File: src/rtl/mda_pkg.sv
`timescale 1ns / 1ps
// ----------------------------------------------------------------------------
// mda_pkg: shared definitions for the mouse delta accumulator
// Action codes, entry layout, limits and the saturating helpers.
// ----------------------------------------------------------------------------
package mda_pkg;

  localparam int MOUSE_COUNT_DEF = 16;

  localparam int ACT_W   = 3;
  localparam int IDX_W   = 4;
  localparam int DELTA_W = 12;
  localparam int ACC_W   = 13;
  localparam int BTN_W   = 8;
  localparam int REP_W   = 8;

  localparam logic [ACT_W-1:0] ACT_MOVE_BTN = 3'd0;
  localparam logic [ACT_W-1:0] ACT_MOVE     = 3'd1;
  localparam logic [ACT_W-1:0] ACT_EDIT     = 3'd2;
  localparam logic [ACT_W-1:0] ACT_READ     = 3'd3;
  localparam logic [ACT_W-1:0] ACT_OPEN     = 3'd4;

  localparam logic signed [ACC_W:0]   ACC_LIMIT    = 14'sd2048;
  localparam logic signed [ACC_W-1:0] REPORT_LIMIT = 13'sd127;
  localparam logic [BTN_W-1:0]        HEADER_MARK  = 8'h80;

  localparam logic STATUS_OK        = 1'b0;
  localparam logic STATUS_NOT_READY = 1'b1;

  typedef struct packed {
    logic signed [ACC_W-1:0] x;
    logic signed [ACC_W-1:0] y;
    logic [BTN_W-1:0]        btn;
    logic                    pend;
  } entry_t;

  // accumulator plus delta, saturated at +-2048
  function automatic logic signed [ACC_W-1:0] sat_add(
    input logic signed [ACC_W-1:0]   acc,
    input logic signed [DELTA_W-1:0] d
  );
    logic signed [ACC_W:0] sum;
    sum = (ACC_W+1)'(acc) + (ACC_W+1)'(d);
    if (sum > ACC_LIMIT) begin
      sat_add = ACC_W'(ACC_LIMIT);
    end else if (sum < -ACC_LIMIT) begin
      sat_add = ACC_W'(-ACC_LIMIT);
    end else begin
      sat_add = sum[ACC_W-1:0];
    end
  endfunction

  // report amount: accumulator clamped to +-127
  function automatic logic signed [REP_W-1:0] clamp_rep(
    input logic signed [ACC_W-1:0] acc
  );
    if (acc > REPORT_LIMIT) begin
      clamp_rep = REP_W'(REPORT_LIMIT);
    end else if (acc < -REPORT_LIMIT) begin
      clamp_rep = REP_W'(-REPORT_LIMIT);
    end else begin
      clamp_rep = acc[REP_W-1:0];
    end
  endfunction

endpackage

File: src/rtl/mda_ram.sv
`timescale 1ns / 1ps
// ----------------------------------------------------------------------------
// mda_ram: generic single-clock RAM
// One write port, one read port, read data registered on read enable.
// ----------------------------------------------------------------------------
module mda_ram #(
  parameter int WIDTH = 8,
  parameter int DEPTH = 16,
  localparam int AW = (DEPTH > 1) ? $clog2(DEPTH) : 1
) (
  input  logic             clk,
  input  logic             we,
  input  logic [AW-1:0]    waddr,
  input  logic [WIDTH-1:0] wdata,
  input  logic             re,
  input  logic [AW-1:0]    raddr,
  output logic [WIDTH-1:0] rdata
);

  logic [WIDTH-1:0] mem [DEPTH];

  always_ff @(posedge clk) begin
    if (we) begin
      mem[waddr] <= wdata;
    end
    if (re) begin
      rdata <= mem[raddr];
    end
  end

endmodule

File: src/rtl/mouse_delta_accumulator.sv
`timescale 1ns / 1ps
// ----------------------------------------------------------------------------
// mouse_delta_accumulator: per-mouse motion accumulators with report reads
// Moves, button edits, reads and opens on a table of mouse entries.
// ----------------------------------------------------------------------------
// The entry is read from the state RAM when a word is accepted, then
// modified and written back from the s1 registers as the output
// register loads; that waits while the output stalls. Words are accepted
// every cycle unless the output stalls; a write that lands in the same
// cycle as the read of the next word for the same mouse is forwarded. The
// state RAM has no reset sweep: a valid bit per entry, cleared by reset,
// makes unwritten entries read as zero: usable from the first cycle after reset.
module mouse_delta_accumulator #(
  parameter int MOUSE_COUNT = mda_pkg::MOUSE_COUNT_DEF
) (
  input  logic        clk,
  input  logic        rst_n,
  // configuration: init_buttons
  input  logic        cfg_we,
  input  logic [7:0]  cfg_wdata,
  // input stream
  input  logic        in_tvalid,
  output logic        in_tready,
  // [3:0] mouse_index, [15:4] delta_x, [27:16] delta_y, [35:28] new_buttons,
  // [43:36] clear_mask, [51:44] toggle_mask, [55:52] zero
  input  logic [55:0] in_tdata,
  // [2:0] action
  input  logic [2:0]  in_tuser,
  // result stream
  output logic        out_tvalid,
  input  logic        out_tready,
  // [7:0] header_byte, [15:8] report_x, [23:16] report_y,
  // [24] pending_after, [25] changed, [31:26] zero
  output logic [31:0] out_tdata,
  // [0] status
  output logic        out_tuser
);
  import mda_pkg::*;

  localparam int AW = (MOUSE_COUNT > 1) ? $clog2(MOUSE_COUNT) : 1;
  localparam int EW = $bits(entry_t);

  logic [BTN_W-1:0] init_btn_r;

  logic [MOUSE_COUNT-1:0] vld_r;

  logic               s1_vld_r;
  logic [ACT_W-1:0]   s1_act_r;
  logic [IDX_W-1:0]   s1_idx_r;
  logic signed [DELTA_W-1:0] s1_dx_r, s1_dy_r;
  logic [BTN_W-1:0]   s1_nb_r, s1_clr_r, s1_tog_r;
  logic               s1_fwd_r;
  entry_t             s1_fwd_data_r;
  logic               s1_ent_vld_r;

  logic               out_vld_r;
  logic               out_status_r;
  logic [BTN_W-1:0]   out_hdr_r;
  logic [REP_W-1:0]   out_rx_r, out_ry_r;
  logic               out_pend_r, out_chg_r;

  logic               in_acc, s1_adv;
  logic [AW-1:0]      in_addr, s1_addr;
  logic               in_range;
  logic [EW-1:0]      rd_raw;
  entry_t             cur, nxt_ent;
  logic               wr_en;

  logic               status_nxt, pend_nxt, chg_nxt, change;
  logic [BTN_W-1:0]   hdr_nxt, b_new;
  logic signed [REP_W-1:0] cx, cy;
  logic signed [ACC_W-1:0] rx_left, ry_left;

  assign s1_adv    = s1_vld_r && (!out_vld_r || out_tready);
  assign in_tready = !s1_vld_r || s1_adv;
  assign in_acc    = in_tvalid && in_tready;
  assign in_addr   = AW'(in_tdata[IDX_W-1:0]);
  assign s1_addr   = AW'(s1_idx_r);
  assign in_range  = {{(32-IDX_W){1'b0}}, s1_idx_r} < 32'(MOUSE_COUNT);

  mda_ram #(
    .WIDTH (EW),
    .DEPTH (MOUSE_COUNT)
  ) u_state_ram (
    .clk   (clk),
    .we    (wr_en),
    .waddr (s1_addr),
    .wdata (nxt_ent),
    .re    (in_acc),
    .raddr (in_addr),
    .rdata (rd_raw)
  );

  always_comb begin
    if (s1_fwd_r) begin
      cur = s1_fwd_data_r;
    end else if (s1_ent_vld_r) begin
      cur = entry_t'(rd_raw);
    end else begin
      cur = '0;
    end
  end

  always_comb begin
    cx      = clamp_rep(cur.x);
    cy      = clamp_rep(cur.y);
    rx_left = cur.x - ACC_W'(cx);
    ry_left = cur.y - ACC_W'(cy);
    b_new   = cur.btn;
    change  = 1'b0;
    nxt_ent = cur;
    wr_en   = 1'b0;
    status_nxt = STATUS_OK;
    hdr_nxt = '0;
    pend_nxt = 1'b0;
    chg_nxt = 1'b0;
    if (!in_range) begin
      status_nxt = (s1_act_r == ACT_READ) ? STATUS_NOT_READY : STATUS_OK;
    end else begin
      pend_nxt = cur.pend;
      unique case (s1_act_r)
        ACT_MOVE_BTN, ACT_MOVE, ACT_EDIT: begin
          if (s1_act_r == ACT_MOVE_BTN) begin
            b_new = s1_nb_r;
          end else if (s1_act_r == ACT_EDIT) begin
            b_new = (cur.btn & ~s1_clr_r) ^ s1_tog_r;
          end
          if (s1_act_r == ACT_EDIT) begin
            change = (b_new != cur.btn);
            nxt_ent.x = cur.x;
            nxt_ent.y = cur.y;
          end else begin
            change = (s1_dx_r != '0) || (s1_dy_r != '0) || (b_new != cur.btn);
            nxt_ent.x = sat_add(cur.x, s1_dx_r);
            nxt_ent.y = sat_add(cur.y, s1_dy_r);
          end
          nxt_ent.btn  = b_new;
          nxt_ent.pend = 1'b1;
          if (change) begin
            wr_en    = s1_adv;
            pend_nxt = 1'b1;
            chg_nxt  = 1'b1;
          end
        end
        ACT_READ: begin
          if (!cur.pend) begin
            status_nxt = STATUS_NOT_READY;
          end else begin
            nxt_ent.x    = rx_left;
            nxt_ent.y    = ry_left;
            nxt_ent.pend = (rx_left != '0) || (ry_left != '0);
            wr_en        = s1_adv;
            pend_nxt     = nxt_ent.pend;
            hdr_nxt      = cur.btn | HEADER_MARK;
          end
        end
        ACT_OPEN: begin
          nxt_ent.x    = '0;
          nxt_ent.y    = '0;
          nxt_ent.btn  = init_btn_r;
          nxt_ent.pend = 1'b0;
          wr_en        = s1_adv;
          pend_nxt     = 1'b0;
        end
        default: begin
          // unused codes leave the entry alone
        end
      endcase
    end
  end

  always_ff @(posedge clk) begin
    if (!rst_n) begin
      init_btn_r <= '0;
      vld_r      <= '0;
      s1_vld_r   <= 1'b0;
      out_vld_r  <= 1'b0;
    end else begin
      if (cfg_we) begin
        init_btn_r <= cfg_wdata;
      end
      if (wr_en) begin
        vld_r[s1_addr] <= 1'b1;
      end
      if (in_acc) begin
        s1_vld_r <= 1'b1;
      end else if (s1_adv) begin
        s1_vld_r <= 1'b0;
      end
      if (s1_adv) begin
        out_vld_r <= 1'b1;
      end else if (out_tready) begin
        out_vld_r <= 1'b0;
      end
    end
  end

  // payload registers
  always_ff @(posedge clk) begin
    if (in_acc) begin
      s1_act_r      <= in_tuser;
      s1_idx_r      <= in_tdata[3:0];
      s1_dx_r       <= in_tdata[15:4];
      s1_dy_r       <= in_tdata[27:16];
      s1_nb_r       <= in_tdata[35:28];
      s1_clr_r      <= in_tdata[43:36];
      s1_tog_r      <= in_tdata[51:44];
      // write landing on the same edge as this read: RAM data is stale
      s1_fwd_r      <= wr_en && (s1_addr == in_addr);
      s1_fwd_data_r <= nxt_ent;
      s1_ent_vld_r  <= vld_r[in_addr];
    end
    if (s1_adv) begin
      out_status_r <= status_nxt;
      out_hdr_r    <= hdr_nxt;
      out_rx_r     <= (s1_act_r == ACT_READ && in_range && cur.pend) ? cx : '0;
      out_ry_r     <= (s1_act_r == ACT_READ && in_range && cur.pend) ? cy : '0;
      out_pend_r   <= pend_nxt;
      out_chg_r    <= chg_nxt;
    end
  end

  assign out_tvalid = out_vld_r;
  assign out_tuser  = out_status_r;
  assign out_tdata  = {6'd0, out_chg_r, out_pend_r, out_ry_r, out_rx_r, out_hdr_r};

endmodule
File: config.mk
export PLATFORM = sky130hd
export DESIGN_NAME = mouse_delta_accumulator
export DESIGN_NICKNAME = d
export VERILOG_FILES = /design/src/rtl/mda_pkg.sv /design/src/rtl/mda_ram.sv /design/src/rtl/mouse_delta_accumulator.sv
export SDC_FILE = /design/constraint.sdc
export NUM_CORES = 1
export LEC_CHECK = 0
export ABC_AREA = 1
export BUFFER_PORTS_ARGS = -buffer_cell sky130_fd_sc_hd__buf_2
export CAP_MARGIN = 0
export CORE_AREA = 2 2 288 290
export DETAILED_ROUTE_END_ITERATION = 12
export DIE_AREA = 0 0 290 292
export MAX_ROUTING_LAYER = met4
export PLACE_DENSITY_LB_ADDON = 0.15
export SYNTH_ARGS = -nofsm -noshare
export SYNTH_HDL_FRONTEND = slang
export SYNTH_SLANG_ARGS = --single-unit
File: constraint.sdc
create_clock -name clk -period 9.55 [get_ports clk]
set_input_delay 0.955 -clock clk [delete_from_list [all_inputs] [get_ports clk]]
set_output_delay 0.955 -clock clk [all_outputs]
set_load 0.01 [all_outputs]
==> impl_metrics.toml, run 1 <==
[outcome]
status = "completed"

[sta]
hold_viol = 0
grt_setup_unrepaired = "no"
tightest_slew_ns = 1.12
tns_ns = 0
finClkSkew_ns = 0.0272
timing.slew.headroom_pct = 25.2
clock.fmax_ghz = 0.174
finalCritPeriodShare_pct = 60.3
maxSlewViolCount = 0
holdWs_ns = 0.448
setup_viol = 0
period_minus_slack_ns = 5.76

[global_routing]
antenna_found_initial = 2
grt_pass1_vias = 22200
grt_max_degree = 106
grt_overflow_total = 0
gr-usage-all-layers_pct = 21.9
grt_pass1_wl_um = 136000

[synthesis]
yosysMostFrequentCell = "edfxtp_1"
syn_inst = 3037
syn_area_per_cell_um2 = 11.2
netlist_area_um2 = 34000
synth_area_leaders = "edfxtp_1 63%, nand2_1 5.5%, mux2i_1 4.1%"
yosysWarnings = 0
synth_flop_cell = "edfxtp_1"
synth.distinct_cells = 53
synth_top_cell_area_share_pct = 63.1
synth.top_cells.by_count = "714 x edfxtp_1, 496 x nand2_1, 343 x inv_1, 234 x a21oi_1, 225 x o21ai_0"
synth_edf_count = 714
synth_seq_cells = 740
seq_area_frac_synth_pct = 64.6
yosysTopAreaCell = "edfxtp_1"
synth_async_sr_flop_share_pct = 0

[min_path]
hp-start = "vld_r[14]"
min_path_type = "reg -> reg"

[clock_network]
clockRootBuffer = "clkbuf_16"
ctsHoldBuffers = 0
postCtsSetupBuffers = 0
clk_latency_ns = 0.64
cts_htree_levels = 3
tritoncts = "done"
clk_pin_slew_ns = 0.06
clk_path_buf_depth = 3
cts_buffers = 79
clock-sinks = 740
post_cts_resize_count = 0

[finish]
postLayoutCoreUtil_pct = 46.8
antennaDiodeCount = 0
nets = 3226
stdcell_count = 4254
drive_gt1_share_pct = 11.8
area_delta_synth_final_pct = 12.4

[critical_path]
rrSetupSlack_ns = 3.79
timing.rr.start = "s1_fwd_r"
arrival_ns = 5.95
crit_type = "reg -> reg"
rr_worst_depth = 23
startpoint = "s1_fwd_r"
start_kind = "flop"
end_kind = "flop"
required_ns = 9.74
cp-endpoint = "u_state_ram.mem[15][0]"
critical_path.max_fanout = 26
r2r_end = "u_state_ram.mem[15][0]"

[job]
drv_cap = 0

[floorplan]
fp.dieW_um = 290
row_count = 105
ios = 107
die_y_um = 292
die-area_um2 = 84700
coreArea_um2 = 81600
initial_core_util_pct = 41.7

[detailed_routing]
drt_pre_antenna_iters = 6
drc = 0
vias = 22800
detail_route.wl_per_cell_um = 21.5
vias_per_cell = 5.36
drtAntennaViolNets = 0
routed_wl_um = 91400
drt_iter0_drc = 1821

[power_and_ir_drop]
p_leak_nw = 14.8
power_density_nw_per_um2 = 207
peakVddDrop_v = 0.000119

[place]
dp_hpwl_um = 56000
numPortBuffers = 96
placed_cells = 4109
gp_congestion = 0.882
## how the worst min path moves through the flow
stage / end / slack, ns / cells after the start
final: vld_r[14] / 0.45 / 2
after global routing: vld_r[14] / 0.47 / 2
after CTS: vld_r[14] / 0.45 / 2
after detailed placement: vld_r[14] / 0.44 / 2
after global placement: vld_r[4] / 0.43 / 2
after floorplan: vld_r[0] / 0.43 / 2
## final cells by class
cell class	count	area [um2]
Inverter	369	1390
Timing Repair Buffer	144	856
Tap cell	1070	1340
Multi-Input combinational cell	1787	9950
Fill cell	7305	43400
Clock buffer	99	2090
Sequential cell	740	22000
Clock inverter	45	602
## state kept, by name, indices dropped and copies added, names as in the netlist
register,flops
init_btn_r,8
out_chg_r,1
out_hdr_r,8
out_pend_r,1
out_rx_r,8
out_ry_r,8
out_tuser,1
out_tvalid,1
s1_act_r,3
s1_addr,4
s1_clr_r,8
s1_dx_r,12
s1_dy_r,12
s1_ent_vld_r,1
s1_fwd_data_r,35
s1_fwd_r,1
s1_nb_r,8
s1_tog_r,8
s1_vld_r,1
u_state_ram.mem,560
u_state_ram.rdata,35
vld_r,16
## through the flow
stage | power, mW | setup slack (ns) | cell area [um2]
floorplan | 4.50 | 5.38 | 34000
global placement | 4.81 | 3.98 | 35500
detailed placement | 4.83 | 3.87 | 35500
CTS | 7.99 | 3.89 | 38200
global route | 8.24 | 3.28 | 38200
finish | 7.92 | 3.79 | 38200
## cell usage in the layout (no fill, tap or decap), types with 7 or more instances in the layout
cell type    n
ha_1        31
clkinv_1    18
xor2_1      15
clkinv_2     7
dfxtp_1     26
nand2_4      7
nor2_1     153
a21oi_1    234
clkbuf_1    16
xnor2_1     15
mux2i_1    140
nand2_2     38
o221ai_1     9
buf_2       93
nand3_1    161
o21ai_1     14
nand3_2     13
buf_4       50
o211ai_1   144
inv_1      324
nand2_1    496
nand4_1     21
o21ai_0    225
edfxtp_1   714
clkbuf_16   79
inv_2       40
bufinv_16   11
## where the power goes
| group | internal [mW] | switching [mW] | leakage, nW |
|---|---|---|---|
| Clock | 1.87 | 1.28 | 1.30 |
| Combinational | 0.271 | 0.727 | 6.66 |
| Sequential | 3.74 | 0.0302 | 6.87 |
| Total | 5.88 | 2.04 | 14.8 |
## kinds of logic (layout without fill, tap and decap cells)
logic type,after synthesis,in the layout,synth area share (%)
other,1,6,0.0110
buffers and inverters,515,657,6.16
XOR/XNOR,30,30,0.773
adder cells (fa/ha/maj),33,33,1.26
AO/OA/AOI/OAI,666,666,11.3
AND/OR/NAND/NOR,912,912,11.7
multiplexers,140,140,4.12
flip-flops,740,740,64.6
## critical path: stages (launching register included)
cell and delay, ns:
edfxtp_1 0.66, inv_2 0.65, nand2_1 0.21, nand2_2 0.16
nand4_1 0.12, nand2_1 0.19, inv_1 0.13, o21ai_0 0.33
inv_1 0.12, fa_1 0.46, o21ai_0 0.43, nand4_1 0.15
o211ai_1 0.18, nand3_1 0.12, nand2_1 0.11, nand3_1 0.08
nand2_1 0.13, nand3_1 0.10, nor2_1 0.12, nand2_1 0.05
nor2_1 0.09, nand3_1 0.07, nand2_1 0.16, nand2_1 0.47
## per-layer routing
| metal | wire length [um] | global-route usage (%) |
|---|---|---|
| met1 | 41600 | 29.4 |
| met4 | 2160 | 5.81 |
| met5 | 0 | - |
| met3 | 4390 | 2.76 |
| met2 | 43300 | 35.5 |
(Power assumes the default switching activity.)
==> run 2, diff against run 1 <==
==> constraint.sdc (replaced) <==
create_clock -name clk -period 5.6 [get_ports clk]
set_input_delay 0.56 -clock clk [delete_from_list [all_inputs] [get_ports clk]]
set_output_delay 0.56 -clock clk [all_outputs]
set_load 0.01 [all_outputs]
==> run 2 against run 1 <==
  * Final cell count rose by 0.21%
  * Sequential share of layout area rose by 0.17 points
  * Critical endpoint is now u_state_ram.mem[8][0]
  * Setup slack got worse by 3.2 ns
  * Core utilization fell by 0.13 points
  * Worst hold slack got worse by 0.33 ns
  * Clock power rose by 56%
  * Sequential power rose by 71%
  * Die area did not move
  * Clock skew fell by 0.0048 ns
  * Flip-flop and latch count did not move
==> impl_metrics.toml, run 2 (synthesis results as in run 1) <==
[finish]
postLayoutCoreUtil_pct = 46.7
area_delta_synth_final_pct = 12.1
final_common_cell = "edfxtp_1"
top_regs = "u_state_ram.mem (560), s1_fwd_data_r (35), u_state_ram.rdata (35)"
nets = 3237
regMostFlops = "u_state_ram.mem"
drive_gt1_share_pct = 12.0
design_area_um2 = 38100
fill_cells = 7384
largest_register_ffs = 560
final_cell_mix = "714 x edfxtp_1, 496 x nand2_1, 324 x inv_1, 234 x a21oi_1, 225 x o21ai_0"
stdcell_count = 4263
regArea_um2 = 22000
multiInputGateArea_um2 = 9970

[sta]
postLayoutSetupSlackWorst_ns = 0.550
finalCritPeriodShare_pct = 90.2
tightest_slew_ns = 1.24
clock.fmax_ghz = 0.198
finClkSkew_ns = 0.0224
tns_ns = 0
period_minus_slack_ns = 5.05
hold_viol = 0
setup_viol = 0
grt_setup_unrepaired = "no"
timing.slew.headroom_pct = 16.7
maxSlewViolCount = 0

[critical_path]
critical_path.max_fanout = 37
arrival_ns = 5.26
start_kind = "flop"
crit_type = "reg -> reg"
required_ns = 5.81
end_kind = "flop"
rr_worst_depth = 21

[global_routing]
gr-usage-all-layers_pct = 22.0
antenna_found_initial = 4
grt_overflow_total = 0
grt_pass1_wl_um = 136000
grt_pass1_vias = 21900
grt_max_degree = 157

[floorplan]
fp.dieW_um = 290
row_count = 105
ios = 107
coreArea_um2 = 81600
die-area_um2 = 84700
initial_core_util_pct = 41.7
die_y_um = 292

[place]
gp_congestion = 0.894
dp_hpwl_um = 54800
dp_slack_ns = 0.438
place_area_um2 = 35600
numPortBuffers = 96
placed_cells = 4120

[min_path]
min_path_type = "in -> reg"
whs_path_depth = 1

[power_and_ir_drop]
p_leak_nw = 14.8
peakVddDrop_v = 0.000233
power_density_nw_per_um2 = 343

[detailed_routing]
vias = 22900
vias_per_cell = 5.38
drc = 0
drt_pre_antenna_iters = 6
drt_iter0_drc = 1723
drtAntennaViolNets = 0
routed_wl_um = 91500
detail_route.wl_per_cell_um = 21.5

[clock_network]
cts_buffers = 80
postCtsSetupBuffers = 0
clockRootBuffer = "clkbuf_16"
clk_latency_ns = 0.62
tritoncts = "done"
clock-sinks = 740
clk_path_buf_depth = 3
cts_htree_levels = 3
clk_pin_slew_ns = 0.06

[job]
drv_cap = 0

[outcome]
status = "completed"
run 2: cell type report:
class / count / share of cell area, %
multi-input combinational: 1787 / 26.2
clock inverter: 36 / 0.690
clock buffer: 105 / 5.70
antenna: 2 / 0.0131
timing repair buffer: 154 / 2.58
sequential: 740 / 57.7
tap: 1070 / 3.52
inverter: 369 / 3.66
run 2: final timing paths:
kind                      from                    end  slack, ns
setup / recovery      s1_fwd_r  u_state_ram.mem[8][0]       0.55
setup reg to reg      s1_fwd_r  u_state_ram.mem[8][0]       0.55
hold reg to reg       vld_r[4]               vld_r[4]       0.44
hold / removal    in_tdata[49]            s1_tog_r[5]       0.12
run 2: critical path, cell delays in order (launching register included):
cell,delay [ns]
edfxtp_1,0.47
buf_4,0.33
a22oi_2,0.53
inv_1,0.25
nand2_2,0.23
nand3_1,0.10
ha_1,0.25
fa_1,0.44
o21ai_0,0.29
nand4_1,0.13
o211ai_1,0.16
nand3_1,0.12
nand2_1,0.11
nand3_1,0.07
nand2_1,0.12
nand3_1,0.10
nor2_1,0.12
nand2_1,0.05
nor2_1,0.10
nand3_1,0.08
nand2_1,0.17
nand2_1,0.38
run 2: power breakdown:
part | internal, mW | switching [mW]
Combinational | 0.478 | 1.24
Sequential | 6.38 | 0.0560
Clock | 2.78 | 2.12
run 2: what timing repair did:
action                                  in CTS  in global routing
endpoints found under the setup margin       0                  7
resized for setup                            0                  2
hold endpoints to repair                     0                  0
hold buffers                                 0                  0
run 2: layer usage:
metal / up-vias / GRT usage [%] / share of wire, %
li1: 10900 / - / -
met3: 102 / 2.60 / 4.9
met5: - / - / 0
met1: 11300 / 29.1 / 45
met4: 0 / 4.95 / 1.6
met2: 613 / 36.5 / 49
run 2: stage by stage:
| stage | hold WS (ns) | power, mW |
|---|---|---|
| 2_1_floorplan | 0.427 | 7.68 |
| 3_3_place_gp | 0.434 | 8.22 |
| 3_5_place_dp | 0.439 | 8.25 |
| 4_1_cts | 0.0833 | 13.1 |
| 5_1_grt | 0.100 | 13.6 |
| 6_report | 0.120 | 13.0 |
